==> config.mk <==
export PLATFORM = sky130hd
export DESIGN_NAME = tlrb_ctrl
export DESIGN_NICKNAME = d
export VERILOG_FILES = /design/src/rtl/tlrb_pkg.sv /design/src/rtl/tlrb_ctrl.sv
export SDC_FILE = /design/constraint.sdc
export NUM_CORES = 1
export LEC_CHECK = 0
export BUFFER_PORTS_ARGS = -buffer_cell sky130_fd_sc_hd__buf_2
export CORE_AREA = 2 2 241 243
export CTS_CLUSTER_DIAMETER = 200
export DETAILED_ROUTE_END_ITERATION = 8
export DIE_AREA = 0 0 243 245
export GPL_ROUTABILITY_DRIVEN = 1
export PLACE_DENSITY_LB_ADDON = 0.08
export SKIP_CTS_REPAIR_TIMING = 1
export SYNTH_ARGS = -nofsm -noshare
export SYNTH_HDL_FRONTEND = slang
export SYNTH_SLANG_ARGS = --single-unit
==> constraint.sdc <==
create_clock -name clk -period 3.5 [get_ports clk]
set_input_delay 0.35 -clock clk [delete_from_list [all_inputs] [get_ports clk]]
set_output_delay 0.35 -clock clk [all_outputs]
set_load 0.05 [all_outputs]
==> src/rtl/tlrb_pkg.sv <==
// ----------------------------------------------------------------------------
// tlrb_pkg
// Shared types and codes for the trace log ring buffer.
// ----------------------------------------------------------------------------
package tlrb_pkg;

    localparam int FILL_W = 11;
    localparam int MODE_W = 3;

    localparam logic [1:0] OP_WRITE = 2'd0;
    localparam logic [1:0] OP_READ  = 2'd1;
    localparam logic [1:0] OP_START = 2'd2;

    localparam int MODE_AUTOSTOP_BIT = 1;
    localparam int MODE_CLEAR_BIT    = 2;

    typedef struct packed {
        logic [15:0] log_type;
        logic [31:0] info_first;
        logic [31:0] info_second;
        logic [31:0] info_third;
        logic [31:0] timestamp;
    } trace_rec_t;

    typedef struct packed {
        logic [1:0]        mode;
        logic [15:0]       log_type;
        logic [31:0]       info_first;
        logic [31:0]       info_second;
        logic [31:0]       info_third;
        logic [31:0]       timestamp;
        logic [MODE_W-1:0] new_trace_mode;
    } in_word_t;

    typedef struct packed {
        logic              status;
        logic [15:0]       out_type;
        logic [31:0]       out_info_first;
        logic [31:0]       out_info_second;
        logic [31:0]       out_info_third;
        logic [31:0]       out_time;
        logic [FILL_W-1:0] fill_level;
        logic [MODE_W-1:0] current_trace_mode;
    } out_word_t;

endpackage

==> src/rtl/tlrb_ctrl.sv <==
// ----------------------------------------------------------------------------
// tlrb_ctrl
// Pointer, count and mode control with the output word register.
// ----------------------------------------------------------------------------
module tlrb_ctrl #(
    parameter int DEPTH  = 1024,
    parameter int ADDR_W = 10,
    parameter int CNT_W  = 11
) (
    input  logic                 clk,
    input  logic                 rst_n,
    input  logic                 in_valid,
    output logic                 in_ready,
    input  tlrb_pkg::in_word_t   in_data,
    output logic                 out_valid,
    input  logic                 out_ready,
    output tlrb_pkg::out_word_t  out_data,
    output logic                 mem_wr_en,
    output logic [ADDR_W-1:0]    mem_wr_addr,
    output tlrb_pkg::trace_rec_t mem_wr_data,
    output logic                 mem_rd_en,
    output logic [ADDR_W-1:0]    mem_rd_addr,
    input  tlrb_pkg::trace_rec_t mem_rd_data
);
    import tlrb_pkg::*;

    typedef enum logic {
        ST_IDLE,
        ST_RD_WAIT
    } state_t;

    localparam logic [ADDR_W-1:0] LAST_PTR = ADDR_W'(DEPTH - 1);
    localparam logic [CNT_W-1:0]  FULL_CNT = CNT_W'(DEPTH);

    state_t            state_reg, state_next;
    logic [ADDR_W-1:0] rd_ptr_reg, rd_ptr_next;
    logic [ADDR_W-1:0] wr_ptr_reg, wr_ptr_next;
    logic [CNT_W-1:0]  count_reg, count_next;
    logic [MODE_W-1:0] mode_reg, mode_next;
    logic              out_valid_reg, out_valid_next;
    out_word_t         out_data_reg, out_data_next;

    logic              accept;
    logic [ADDR_W-1:0] wr_ptr_inc;
    logic [ADDR_W-1:0] rd_ptr_inc;
    logic [CNT_W+FILL_W-1:0] fill_ext;

    assign in_ready   = (state_reg == ST_IDLE) && (!out_valid_reg || out_ready);
    assign accept     = in_valid && in_ready;
    assign wr_ptr_inc = (wr_ptr_reg == LAST_PTR) ? '0 : wr_ptr_reg + 1'b1;
    assign rd_ptr_inc = (rd_ptr_reg == LAST_PTR) ? '0 : rd_ptr_reg + 1'b1;
    assign fill_ext   = {{FILL_W{1'b0}}, count_next};

    assign mem_wr_addr = wr_ptr_reg;
    assign mem_rd_addr = rd_ptr_reg;
    assign mem_wr_data = '{log_type:    in_data.log_type,
                           info_first:  in_data.info_first,
                           info_second: in_data.info_second,
                           info_third:  in_data.info_third,
                           timestamp:   in_data.timestamp};

    always_comb
    begin
        state_next     = state_reg;
        rd_ptr_next    = rd_ptr_reg;
        wr_ptr_next    = wr_ptr_reg;
        count_next     = count_reg;
        mode_next      = mode_reg;
        out_valid_next = out_valid_reg;
        out_data_next  = out_data_reg;
        mem_wr_en      = 1'b0;
        mem_rd_en      = 1'b0;
        if (out_valid_reg && out_ready)
        begin
            out_valid_next = 1'b0;
        end
        unique case (state_reg)
            ST_IDLE:
            begin
                if (accept)
                begin
                    out_data_next = '0;
                    out_valid_next = 1'b1;
                    unique case (in_data.mode)
                        OP_WRITE:
                        begin
                            if (mode_reg != '0)
                            begin
                                mem_wr_en   = 1'b1;
                                wr_ptr_next = wr_ptr_inc;
                                if (count_reg != FULL_CNT)
                                begin
                                    count_next = count_reg + 1'b1;
                                    if ((count_next == FULL_CNT) &&
                                        mode_reg[MODE_AUTOSTOP_BIT])
                                    begin
                                        mode_next = '0;
                                    end
                                end
                                else
                                begin
                                    rd_ptr_next = wr_ptr_inc;
                                end
                            end
                        end
                        OP_READ:
                        begin
                            if (count_reg != '0)
                            begin
                                mem_rd_en      = 1'b1;
                                count_next     = count_reg - 1'b1;
                                rd_ptr_next    = rd_ptr_inc;
                                out_valid_next = 1'b0;
                                state_next     = ST_RD_WAIT;
                            end
                            else
                            begin
                                out_data_next.status = 1'b1;
                            end
                        end
                        OP_START:
                        begin
                            if (in_data.new_trace_mode[MODE_CLEAR_BIT])
                            begin
                                count_next  = '0;
                                rd_ptr_next = '0;
                                wr_ptr_next = '0;
                            end
                            mode_next = in_data.new_trace_mode;
                        end
                        default:
                        begin
                        end
                    endcase
                    out_data_next.fill_level         = fill_ext[FILL_W-1:0];
                    out_data_next.current_trace_mode = mode_next;
                end
            end
            ST_RD_WAIT:
            begin
                out_valid_next                   = 1'b1;
                out_data_next.status             = 1'b0;
                out_data_next.out_type           = mem_rd_data.log_type;
                out_data_next.out_info_first     = mem_rd_data.info_first;
                out_data_next.out_info_second    = mem_rd_data.info_second;
                out_data_next.out_info_third     = mem_rd_data.info_third;
                out_data_next.out_time           = mem_rd_data.timestamp;
                out_data_next.fill_level         = fill_ext[FILL_W-1:0];
                out_data_next.current_trace_mode = mode_reg;
                state_next                       = ST_IDLE;
            end
            default:
            begin
                state_next = ST_IDLE;
            end
        endcase
    end

    always_ff @(posedge clk or negedge rst_n)
    begin
        if (!rst_n)
        begin
            state_reg     <= ST_IDLE;
            rd_ptr_reg    <= '0;
            wr_ptr_reg    <= '0;
            count_reg     <= '0;
            mode_reg      <= '0;
            out_valid_reg <= 1'b0;
            out_data_reg  <= '0;
        end
        else
        begin
            state_reg     <= state_next;
            rd_ptr_reg    <= rd_ptr_next;
            wr_ptr_reg    <= wr_ptr_next;
            count_reg     <= count_next;
            mode_reg      <= mode_next;
            out_valid_reg <= out_valid_next;
            out_data_reg  <= out_data_next;
        end
    end

    assign out_valid = out_valid_reg;
    assign out_data  = out_data_reg;

    a_count_bound: assert property (@(posedge clk) disable iff (!rst_n)
        count_reg <= FULL_CNT)
        else $error("Entry count exceeds the ring depth.");

    a_read_wait: assert property (@(posedge clk) disable iff (!rst_n)
        accept && (in_data.mode == OP_READ) && (count_reg != '0)
        |=> (state_reg == ST_RD_WAIT) && !out_valid_reg)
        else $error("Read of a stored word did not wait for memory data.");

    a_read_result: assert property (@(posedge clk) disable iff (!rst_n)
        state_reg == ST_RD_WAIT |=> out_valid_reg && !out_data_reg.status)
        else $error("Memory read did not produce a result word.");

    a_no_accept_busy: assert property (@(posedge clk) disable iff (!rst_n)
        state_reg == ST_RD_WAIT |-> !in_ready)
        else $error("Input accepted while a read is in flight.");

    a_wrap_full: assert property (@(posedge clk) disable iff (!rst_n)
        count_reg == FULL_CNT |-> rd_ptr_reg == wr_ptr_reg)
        else $error("Full ring with read and write pointers apart.");

endmodule

After elaboration in Yosys (flattened, before gate mapping):

Cells that the tools add are included.

* output and inout port bits: 327
* logic and storage cells: 82
* input port bits: 297
* flip-flop bits (word level): 195

* bitwise logic cells: 1
* reductions and logical operators: 14
* eq/ne operators: 12
* muxes and demuxes: 37
* add/sub/neg operators: 4

Operator list (count)
* $pmux 159 s2: 1
* $mux 159: 1
* $mux 10: 7
* $mux 11: 6
* $pmux 11 s3: 1
* $pmux 10 s3: 1
* $add 10x1->10 const B: 2
* $eq 10x10->1 const B: 2
* $pmux 10 s2: 1
* $mux 1: 13
* $add 11x1->11 const B: 1
* $eq 11x11->1 const B: 1
* $ne 11x11->1 const B: 1
* $reduce_bool 11->1: 1
* $sub 11x1->11 const B: 1
* $ne 2x2->1 const B: 5
* $mux 3: 3
* $reduce_and 7->1: 1
* $pmux 3 s2: 1
* $reduce_bool 3->1: 2
* $reduce_and 5->1: 1
* $logic_and 1x1->1: 4
* $pmux 1 s2: 2
* $ne 3x2->1 const B: 1
* other kinds (8): 8

Logic depth before layout (Yosys ltp):

Gate-level depths: netlist of run 1.

* word-level depth: 9
* mapped depth: 10
* depth with buffers taken out: 7

Worst setup path before layout of run 1:

OpenSTA, ideal clock, no wires.

* kind: reg-to-output
* from: register out_valid_reg (netlist: out_valid)
* to: output mem_rd_en
* slack: 1.052 ns
* path buffers: 3
* cell stages (with the launch flop): 7
* arrival: 2.098 ns
* cell sequence: dfrtp_1 -> nand2b_1 -> nand3_1 -> clkbuf_1 -> clkbuf_1 -> clkbuf_1 -> nor2_1

* longest elaborated chain between the ends: 6

RTL lines
* start: declaration: line tlrb_ctrl.sv:40 `logic out_valid_reg, out_valid_next;`
* start signal: assignment: line tlrb_ctrl.sv:178 `out_valid_reg <= out_valid_next;`
* $logic_not 1->1: line tlrb_ctrl.sv:48 `assign in_ready = (state_reg == ST_IDLE) && (!out_valid_reg || out_ready);`
* $logic_or 1x1->1: line tlrb_ctrl.sv:48
* $logic_and 1x1->1: line tlrb_ctrl.sv:48
* $logic_and 1x1->1: line tlrb_ctrl.sv:49 `assign accept = in_valid && in_ready;`
* $mux 1: line tlrb_ctrl.sv:80 `if (accept)`
* $mux 1: line tlrb_ctrl.sv:77 `unique case (state_reg)`
* end: declaration: line tlrb_ctrl.sv:21 `output logic mem_rd_en,`

Every way passes these cells.

Worst setup path after layout of run 1:

* from: register count_reg[0]
* to: output mem_rd_en

* longest elaborated chain between the ends: 5

RTL lines
* start: declaration: line tlrb_ctrl.sv:38 `logic [CNT_W-1:0] count_reg, count_next;`
* start signal: assignment: line tlrb_ctrl.sv:176 `count_reg <= count_next;`
* $reduce_bool 11->1: line tlrb_ctrl.sv:108 `if (count_reg != '0)`
* $mux 1: line tlrb_ctrl.sv:108
* $mux 1: line tlrb_ctrl.sv:84 `unique case (in_data.mode)`
* $mux 1: line tlrb_ctrl.sv:80
* $mux 1: line tlrb_ctrl.sv:77

Every way passes these cells.

==> flow_summary.yaml, run 1 <==
outcome:
  outcome: "complete, no violations"
timing:
  finalSetupTns_ns: 0
  hold_viol: 0
  post-route-min-period_ns: 3.02
  slew_viol_final: 0
  tightest_slew_ns: 1.06
  period_share: 0.864
  fin_skew_ns: 0.0201
  max_freq_ghz: 0.331
  max_slew_margin: 0.293
  setup_viol: 0
  rsz0062_at_grt: "no"
run:
  max_cap_viol_count: 0
synthesis:
  synth_edf_count: 0
  synth_area_um2: 10300
  ys_ff_latch: 195
  netlist_instances: 1193
  synthFlopType: "dfrtp_1"
  syn_nets: 1499
  synth_area_per_cell_um2: 8.61
  yosys_warnings: 0
  ys_seq_area_frac: 0.475
  ys_types: 67
  synth_async_sr_flop_share: 1.00
routing:
  ant_nets: 0
  postRouteWirelength_um: 38000
  drtIter0Drc: 561
  drcViolationCount: 0
  via_per_inst: 4.13
  vias: 8759
  drtPass1Iterations: 5
  wl_per_cell_um: 17.9
clock_tree:
  htreeDepth: 4
  path_clk_slew_ns: 0.09
  cts_tree: "done"
  worstSkewPairLatency_ns: 0.50
  cts_root_buf: "clkbuf_16"
  numCtsBuffers: 17
  cts_sinks: 195
  max-clock-path-buffers: 2
global_route:
  antenna_found_initial: 4
  grt_pass1_vias: 8862
  grt_first_pass_wirelength_um: 57100
  grt_max_degree: 115
  grt_usage: 0.128
  overflow: 0
placed_design:
  place_congestion: 0.815
  dp_hpwl_um: 27500
  dpl_cell_area_um2: 11700
  io_buffers: 335
floorplanning:
  die_h_um: 245
  initial_core_util: 0.180
  die_w_um: 243
  die_area_um2: 59500
  io_pins: 624
  rows: 88
  coreArea_um2: 57000
worst_setup_path:
  r2r_slack_ns: 0.68
  cp_slowest_stage_delay_ns: 0.55
  cp.arrival_ns: 2.67
  critPathMaxFanout: 12
  crit_type: "reg2out"
  crit_family: "simple AND/OR/NAND/NOR gates"
  critPathLaunchType: "register"
  crit_slowest_cell: "or3b_2"
  crit_buf_inv: 2
  endpoint_kind: "output pin"
  critical_path.cell_chain: "inv_1 > ha_1 > or3b_2 > o41ai_4 > nor2_1 > buf_2"
  required_ns: 3.15
final_layout:
  utilization: 0.215
  fin_nets: 1649
  largest_reg_flops: 159
  drive_above_1_share: 0.296
  final_area_um2: 12300
  fillers: 6466
  area_growth_pct: 19.7
hold_path:
  hold_path.class: "in2reg"
pwr:
  power_density_nw_per_um2: 786
  p_leak_nw: 5.80
  p_total_w: 0.00966
  max-vdd-ir-drop_v: 0.000385
## tightest hold or removal path: stages
cell,delay (ns)
buf_2,0.08
nand2_1,0.04
o21ai_0,0.05
## layout make-up
cell class / instances / area (µm²) / area share
flip-flops and latches: 195 / 4880 / 0.397
multi-input cells: 764 / 3960 / 0.322
repair buffers: 353 / 1840 / 0.149
well taps: 765 / 957 / 0.0779
clock buffers: 18 / 439 / 0.0357
clock inverters: 14 / 168 / 0.0136
inverters: 12 / 45.0 / 0.00367
diodes: 1 / 2.50 / 0.000204
## logic make-up (layout without fill, tap and decap cells)
family,Yosys count,after routing,share of synthesized area
buffers and inverters,234,397,0.141
muxes,8,8,0.00853
and+or+nand+nor,472,472,0.201
adders and majority gates,9,9,0.0110
DFF,195,195,0.475
AOI/OAI and AO/OA,267,267,0.157
other,0,1,0
xor gates and xnor gates,8,8,0.00682
## routing by layer
metal	routed length (µm)	global-route usage	vias to the layer above
li1	-	-	4197
met5	63	0	-
met4	1020	0.0530	8
met3	3450	0.0587	73
met2	17600	0.198	371
met1	15900	0.152	4110
## cells in the final DEF, fill, tap and decap left out, types with 6 or more instances in the layout
cell type / Yosys / final
buf_2: 8 / 334
nand2_1: 327 / 327
dfrtp_1: 195 / 194
o21ai_0: 169 / 169
nor2_1: 39 / 39
o31ai_1: 20 / 20
clkbuf_16: 0 / 17
nor3_1: 16 / 16
nand3_1: 17 / 16
buf_4: 144 / 16
nor4_1: 14 / 14
a21oi_1: 12 / 12
a31oi_1: 12 / 12
inv_1: 11 / 11
nor2b_1: 11 / 11
ha_1: 9 / 9
or3_1: 8 / 8
a21o_1: 8 / 8
nand4_1: 7 / 7
and3_1: 7 / 7
mux2_2: 6 / 6
## per-stage QoR
stage | setup WS [ns] | cells | hold slack, ns
2_1_floorplan | 1.05 | 1193 | 0.0544
3_3_place_gp | 0.729 | 2088 | 0.438
3_5_place_dp | 0.683 | 2088 | 0.445
4_1_cts | 0.386 | 2120 | -0.132
5_1_grt | 0.290 | 2121 | 0.0180
6_report | 0.477 | 2122 | 0.0496
## where the power goes
part	switching (W)	total [W]	internal, W
sequential	0.000496	0.00330	0.00280
combinational	0.00323	0.00424	0.00101
clock	0.00109	0.00213	0.00104
## cell usage after synthesis (all sizes together), types with 12 or more instances
master	number	share of area
nand3	17	0.0083
dfrtp	195	0.48
nor4	17	0.014
nor3	16	0.0078
buf	155	0.11
nand2	327	0.12
o31ai	20	0.015
clkbuf	67	0.024
a31oi	12	0.0073
nor2	39	0.014
o21ai	170	0.083
a21oi	12	0.0058
## worst paths after layout
kind,startpoint,to,depth (start not counted)
setup reg to reg,count_reg[0],mem_rd_addr[0],8
hold / removal,mem_rd_data[64],out_data[78],3
min in group asynchronous,rst_n,out_data[132],2
hold reg to reg,out_data[93],out_data[93],2
setup / recovery,count_reg[0],mem_rd_en,6
max in group asynchronous,rst_n,out_data[98],3
No activity file was read; power rests on OpenSTA's default activity.
==> run 2, diff against run 1 <==
- CORE_AREA: 2 2 241 243 -> 2 2 243 245
- CTS_BUF_LIST: not set -> sky130_fd_sc_hd__clkbuf_8
- DIE_AREA: 0 0 243 245 -> 0 0 245 247
==> flow_summary.yaml, run 2 (synthesis results as in run 1) <==
timing:
  setup_viol: 0
  post-route-min-period_ns: 3.18
  fin_skew_ns: 0.0190
  rsz0062_at_grt: "no"
  max_freq_ghz: 0.315
  slew_viol_final: 0
  finalSetupTns_ns: 0
  period_share: 0.908
  max_slew_margin: 0.372
  whs_ns: 0.0509
  tightest_slew_ns: 0.942
  hold_viol: 0
run:
  max_cap_viol_count: 0
routing:
  vias: 9275
  via_per_inst: 4.09
  wl_per_cell_um: 17.0
  drcViolationCount: 0
  drtIter0Drc: 436
  ant_nets: 0
  postRouteWirelength_um: 38600
  drtPass1Iterations: 5
global_route:
  antenna_found_initial: 2
  grt_usage: 0.125
  grt_max_degree: 105
  grt_first_pass_wirelength_um: 56200
  overflow: 0
  grt_pass1_vias: 8743
floorplanning:
  coreArea_um2: 58200
  initial_core_util: 0.176
  io_pins: 624
  rows: 89
  die_h_um: 247
  die_w_um: 245
  die_area_um2: 60500
worst_setup_path:
  r2r_slack_ns: 0.71
  cp.arrival_ns: 2.83
  required_ns: 3.15
  critPathMaxFanout: 12
  endpoint_kind: "output pin"
  critPathLaunchType: "register"
  crit_type: "reg2out"
pwr:
  max-vdd-ir-drop_v: 0.000256
  power_density_nw_per_um2: 685
  p_int_w: 0.00454
  p_switching_w: 0.00470
  pwr-share-seq: 0.358
  clkPwrFrac: 0.173
  p_leak_nw: 6.29
  swShare: 0.508
  p_comb_frac: 0.469
placed_design:
  place_congestion: 0.785
  dp_hpwl_um: 27800
  dpl_cell_area_um2: 11700
  io_buffers: 335
final_layout:
  final_area_um2: 13500
  largest_reg_flops: 159
  area_growth_pct: 31.5
  fin_nets: 1790
  utilization: 0.232
  layout_common_cells: "buf_2, nand2_1, dfrtp_1"
  drive_above_1_share: 0.269
  final_common_cell: "buf_2"
clock_tree:
  numCtsBuffers: 17
  cts_sinks: 195
  htreeDepth: 4
  cts_tree: "done"
  path_clk_slew_ns: 0.11
  max-clock-path-buffers: 2
  cts_root_buf: "clkbuf_8"
  worstSkewPairLatency_ns: 0.57
hold_path:
  hold_path.class: "in2reg"
outcome:
  outcome: "complete, no violations"
run 2: per-stage QoR:
step | instances | setup slack [ns] | total power (W)
after floorplan | 1193 | 1.05 | 0.00677
after CTS | 2128 | 0.221 | 0.00933
after global routing | 2270 | 0.128 | 0.00988
final | 2270 | 0.322 | 0.00924
after detailed placement | 2097 | 0.694 | 0.00762
after global placement | 2097 | 0.713 | 0.00766
run 2: routing by layer:
metal  wire length [µm]  up-vias  part of all wire  global-route usage
met5                 13        -           0.00034                   0
met4               1170        2             0.030              0.0604
met3               3250       69             0.084              0.0564
met2              17600      371              0.46               0.188
met1              16500     4370              0.43               0.151
li1                   -     4463                 -                   -
run 2: worst paths after layout:
path / to / cells past startpoint / start
worst max-delay path: mem_rd_en / 6 / count_reg[0]
worst min-delay path: out_data[88] / 3 / mem_rd_data[74]
worst max register to register: mem_rd_addr[4] / 7 / count_reg[0]
worst min register to register: out_data[124] / 2 / out_data[124]
max in group asynchronous: out_data[150] / 3 / rst_n
min in group asynchronous: out_data[126] / 2 / rst_n
run 2: critical path, cell delays in order (launching register included):
cell,delay [ns]
dfrtp_1,0.51
inv_1,0.10
ha_1,0.21
or3b_2,0.55
o41ai_4,0.54
nor2_1,0.12
buf_2,0.23
run 2: power by group through the flow:
stage	logic, W	registers (W)	clock network [W]
final	0.00434	0.00331	0.00160
after global routing	0.00466	0.00341	0.00181
after CTS	0.00427	0.00332	0.00174
after detailed placement	0.00427	0.00335	0
after global placement	0.00431	0.00335	0
after floorplan	0.00183	0.00494	0
run 2: area by class of cell:
class                   instances  area (µm²)
inverters                      12        45.0
multi-input cells             764        3960
repair buffers                494        3260
diodes                          1        2.50
fillers                      6531       44700
clock inverters                11         116
flip-flops and latches        195        4880
well taps                     773         967
clock buffers                  20         275
==> run 3, diff against run 2 <==
- ABC_AREA: not set -> 1
- CORE_AREA: 2 2 243 245 -> 2 2 239 241
- DIE_AREA: 0 0 245 247 -> 0 0 241 243
==> flow_summary.yaml, run 3 <==
outcome:
  outcome: "complete, no violations"
worst_setup_path:
  crit_buf_inv: 2
  critPathLaunchType: "register"
  critical_path.cell_chain: "inv_1 > ha_1 > nand2_1 > nor2_2 > nand3_2 > nand2_2 > nor2_1 > buf_2"
  cp.arrival_ns: 2.38
  endpoint_kind: "output pin"
  worstRegToRegCells: 6
  r2r-start: "state_reg"
  critPathMaxFanout: 7
  cp_slowest_stage_delay_ns: 0.45
  r2r_slack_ns: 0.96
  reg2reg_to: "out_data[89]"
  startpoint: "count_reg[0]"
  crit_family: "simple AND/OR/NAND/NOR gates"
  crit_type: "reg2out"
  crit_slowest_cell: "dfrtp_1"
  required_ns: 3.15
timing:
  finalSetupTns_ns: 0
  fin_skew_ns: 0.0286
  post-route-worst-setup-slack_ns: 0.765
  tightest_slew_ns: 0.865
  slew_viol_final: 0
  setup_viol: 0
  rsz0062_at_grt: "no"
  period_share: 0.781
  post-route-min-period_ns: 2.73
  hold_viol: 0
  max_freq_ghz: 0.366
  max_slew_margin: 0.424
final_layout:
  multi_input_area_um2: 3110
  area_growth_pct: 34.1
  utilization: 0.229
  fin_nets: 1593
  final_area_um2: 12800
  largest_reg_flops: 159
  regArea_um2: 4880
  final_common_cell: "buf_2"
  layout_common_cells: "buf_2, dfrtp_1, nand2_1"
  fillers: 6216
  drive_above_1_share: 0.315
synthesis:
  synth_area_um2: 9570
  syn_nets: 1276
  synth.top_cells.by_count: "dfrtp_1, nand2_1, buf_4, a22o_1, inv_1"
  synth.most_common_cell: "dfrtp_1"
  yosys_warnings: 0
  synth_edf_count: 0
  ys_ff_latch: 195
  synth_top_area_frac: 0.510
  synth_async_sr_flop_share: 1.00
  ys_top_cells_by_area: "dfrtp_1, a22o_1, buf_4"
  ys_types: 38
  netlist_instances: 970
  ys_seq_area_frac: 0.510
  yosysTopAreaCell: "dfrtp_1"
  synth_area_per_cell_um2: 9.86
  synthFlopType: "dfrtp_1"
placed_design:
  dp_hpwl_um: 26500
  dpl_cell_area_um2: 11000
  io_buffers: 335
  place_congestion: 0.810
  dp_worst_setup_slack_ns: 0.983
global_route:
  overflow: 0
  grt_first_pass_wirelength_um: 52600
  busiest_layer: "met2"
  grt_max_degree: 141
  antenna_found_initial: 2
  grt_util_met2: 0.193
  met3_usage: 0.0404
  grtUsageMet1: 0.144
  grt_usage: 0.123
  grt_pass1_vias: 7834
run:
  max_cap_viol_count: 0
routing:
  vias: 8109
  wl_per_cell_um: 17.9
  via_per_inst: 3.94
  ant_nets: 0
  drcViolationCount: 0
  drtIter0Drc: 490
  postRouteWirelength_um: 36900
  drtPass1Iterations: 5
clock_tree:
  max-clock-path-buffers: 2
  cts_root_buf: "clkbuf_8"
  htreeDepth: 4
  worstSkewPairLatency_ns: 0.56
  numCtsBuffers: 17
  path_clk_slew_ns: 0.12
  cts_tree: "done"
  cts_sinks: 195
hold_path:
  holdPathEnd: "out_data[117]"
  hold_path.class: "in2reg"
  hold_depth: 2
  min_from: "mem_rd_data[103]"
floorplanning:
  rows: 87
  initial_core_util: 0.171
  die_area_um2: 58600
  die_h_um: 243
  io_pins: 624
  die_w_um: 241
  coreArea_um2: 56000
pwr:
  p_leak_nw: 6.64
  power_density_nw_per_um2: 552
  max-vdd-ir-drop_v: 0.000262
[run 3: changes by cell type after synthesis, moves of 29 or more]
cell,before,now
o21ai_0,169,21
nand2_1,327,178
nand3_1,17,46
a22o_1,1,144
inv_1,11,59
clkbuf_1,67,22
[run 3: how the worst max path moves through the flow]
stage / endpoint / slack [ns] / depth (start not counted)
after global routing: mem_rd_en / 0.55 / 8
after global placement: out_data[109] / 1.0 / 6
after detailed placement: out_data[144] / 0.98 / 6
final: mem_rd_en / 0.77 / 8
after CTS: mem_rd_en / 0.67 / 8
after floorplan: mem_rd_en / 1.25 / 3
[run 3: worst reg2reg max path, stage by stage (launching register included)]
cell and delay, ns:
dfrtp_4 0.80, a21oi_4 0.09, nand2_4 0.17, clkinv_2 0.14
nor2_4 0.31, buf_12 0.44, a22o_1 0.53
[run 3: through the flow]
stage	total power (W)	hold slack (ns)	cells
after floorplan	0.00508	0.0544	970
after global placement	0.00547	0.461	1880
after detailed placement	0.00543	0.465	1880
after CTS	0.00712	-0.203	1911
after global routing	0.00754	0.00416	2057
final	0.00708	0.0450	2057
[run 3: cell type report]
type	count	area share
sequential	195	0.381
timing repair buffer	488	0.252
multi-input combinational	514	0.242
tap	756	0.0737
inverter	71	0.0212
clock buffer	18	0.0193
clock inverter	13	0.0109
antenna	2	0.000390
[run 3: report_power, final]
part	internal, W	switching [W]
clock	0.000602	0.000985
combinational	0.000735	0.00187
sequential	0.00256	0.000324
[run 3: routing by layer]
metal / wire, µm / up-vias
met5: 0 / -
met4: 1830 / 0
met3: 2610 / 112
met2: 17300 / 298
met1: 15200 / 3920
li1: - / 3779
[run 3: cells by family after synthesis]
family	after synthesis	synth area share
simple gates	297	0.137
buf+inv	261	0.166
flops	195	0.510
compound gates	196	0.165
xor+xnor	12	0.0110
fa+ha+maj	9	0.0118
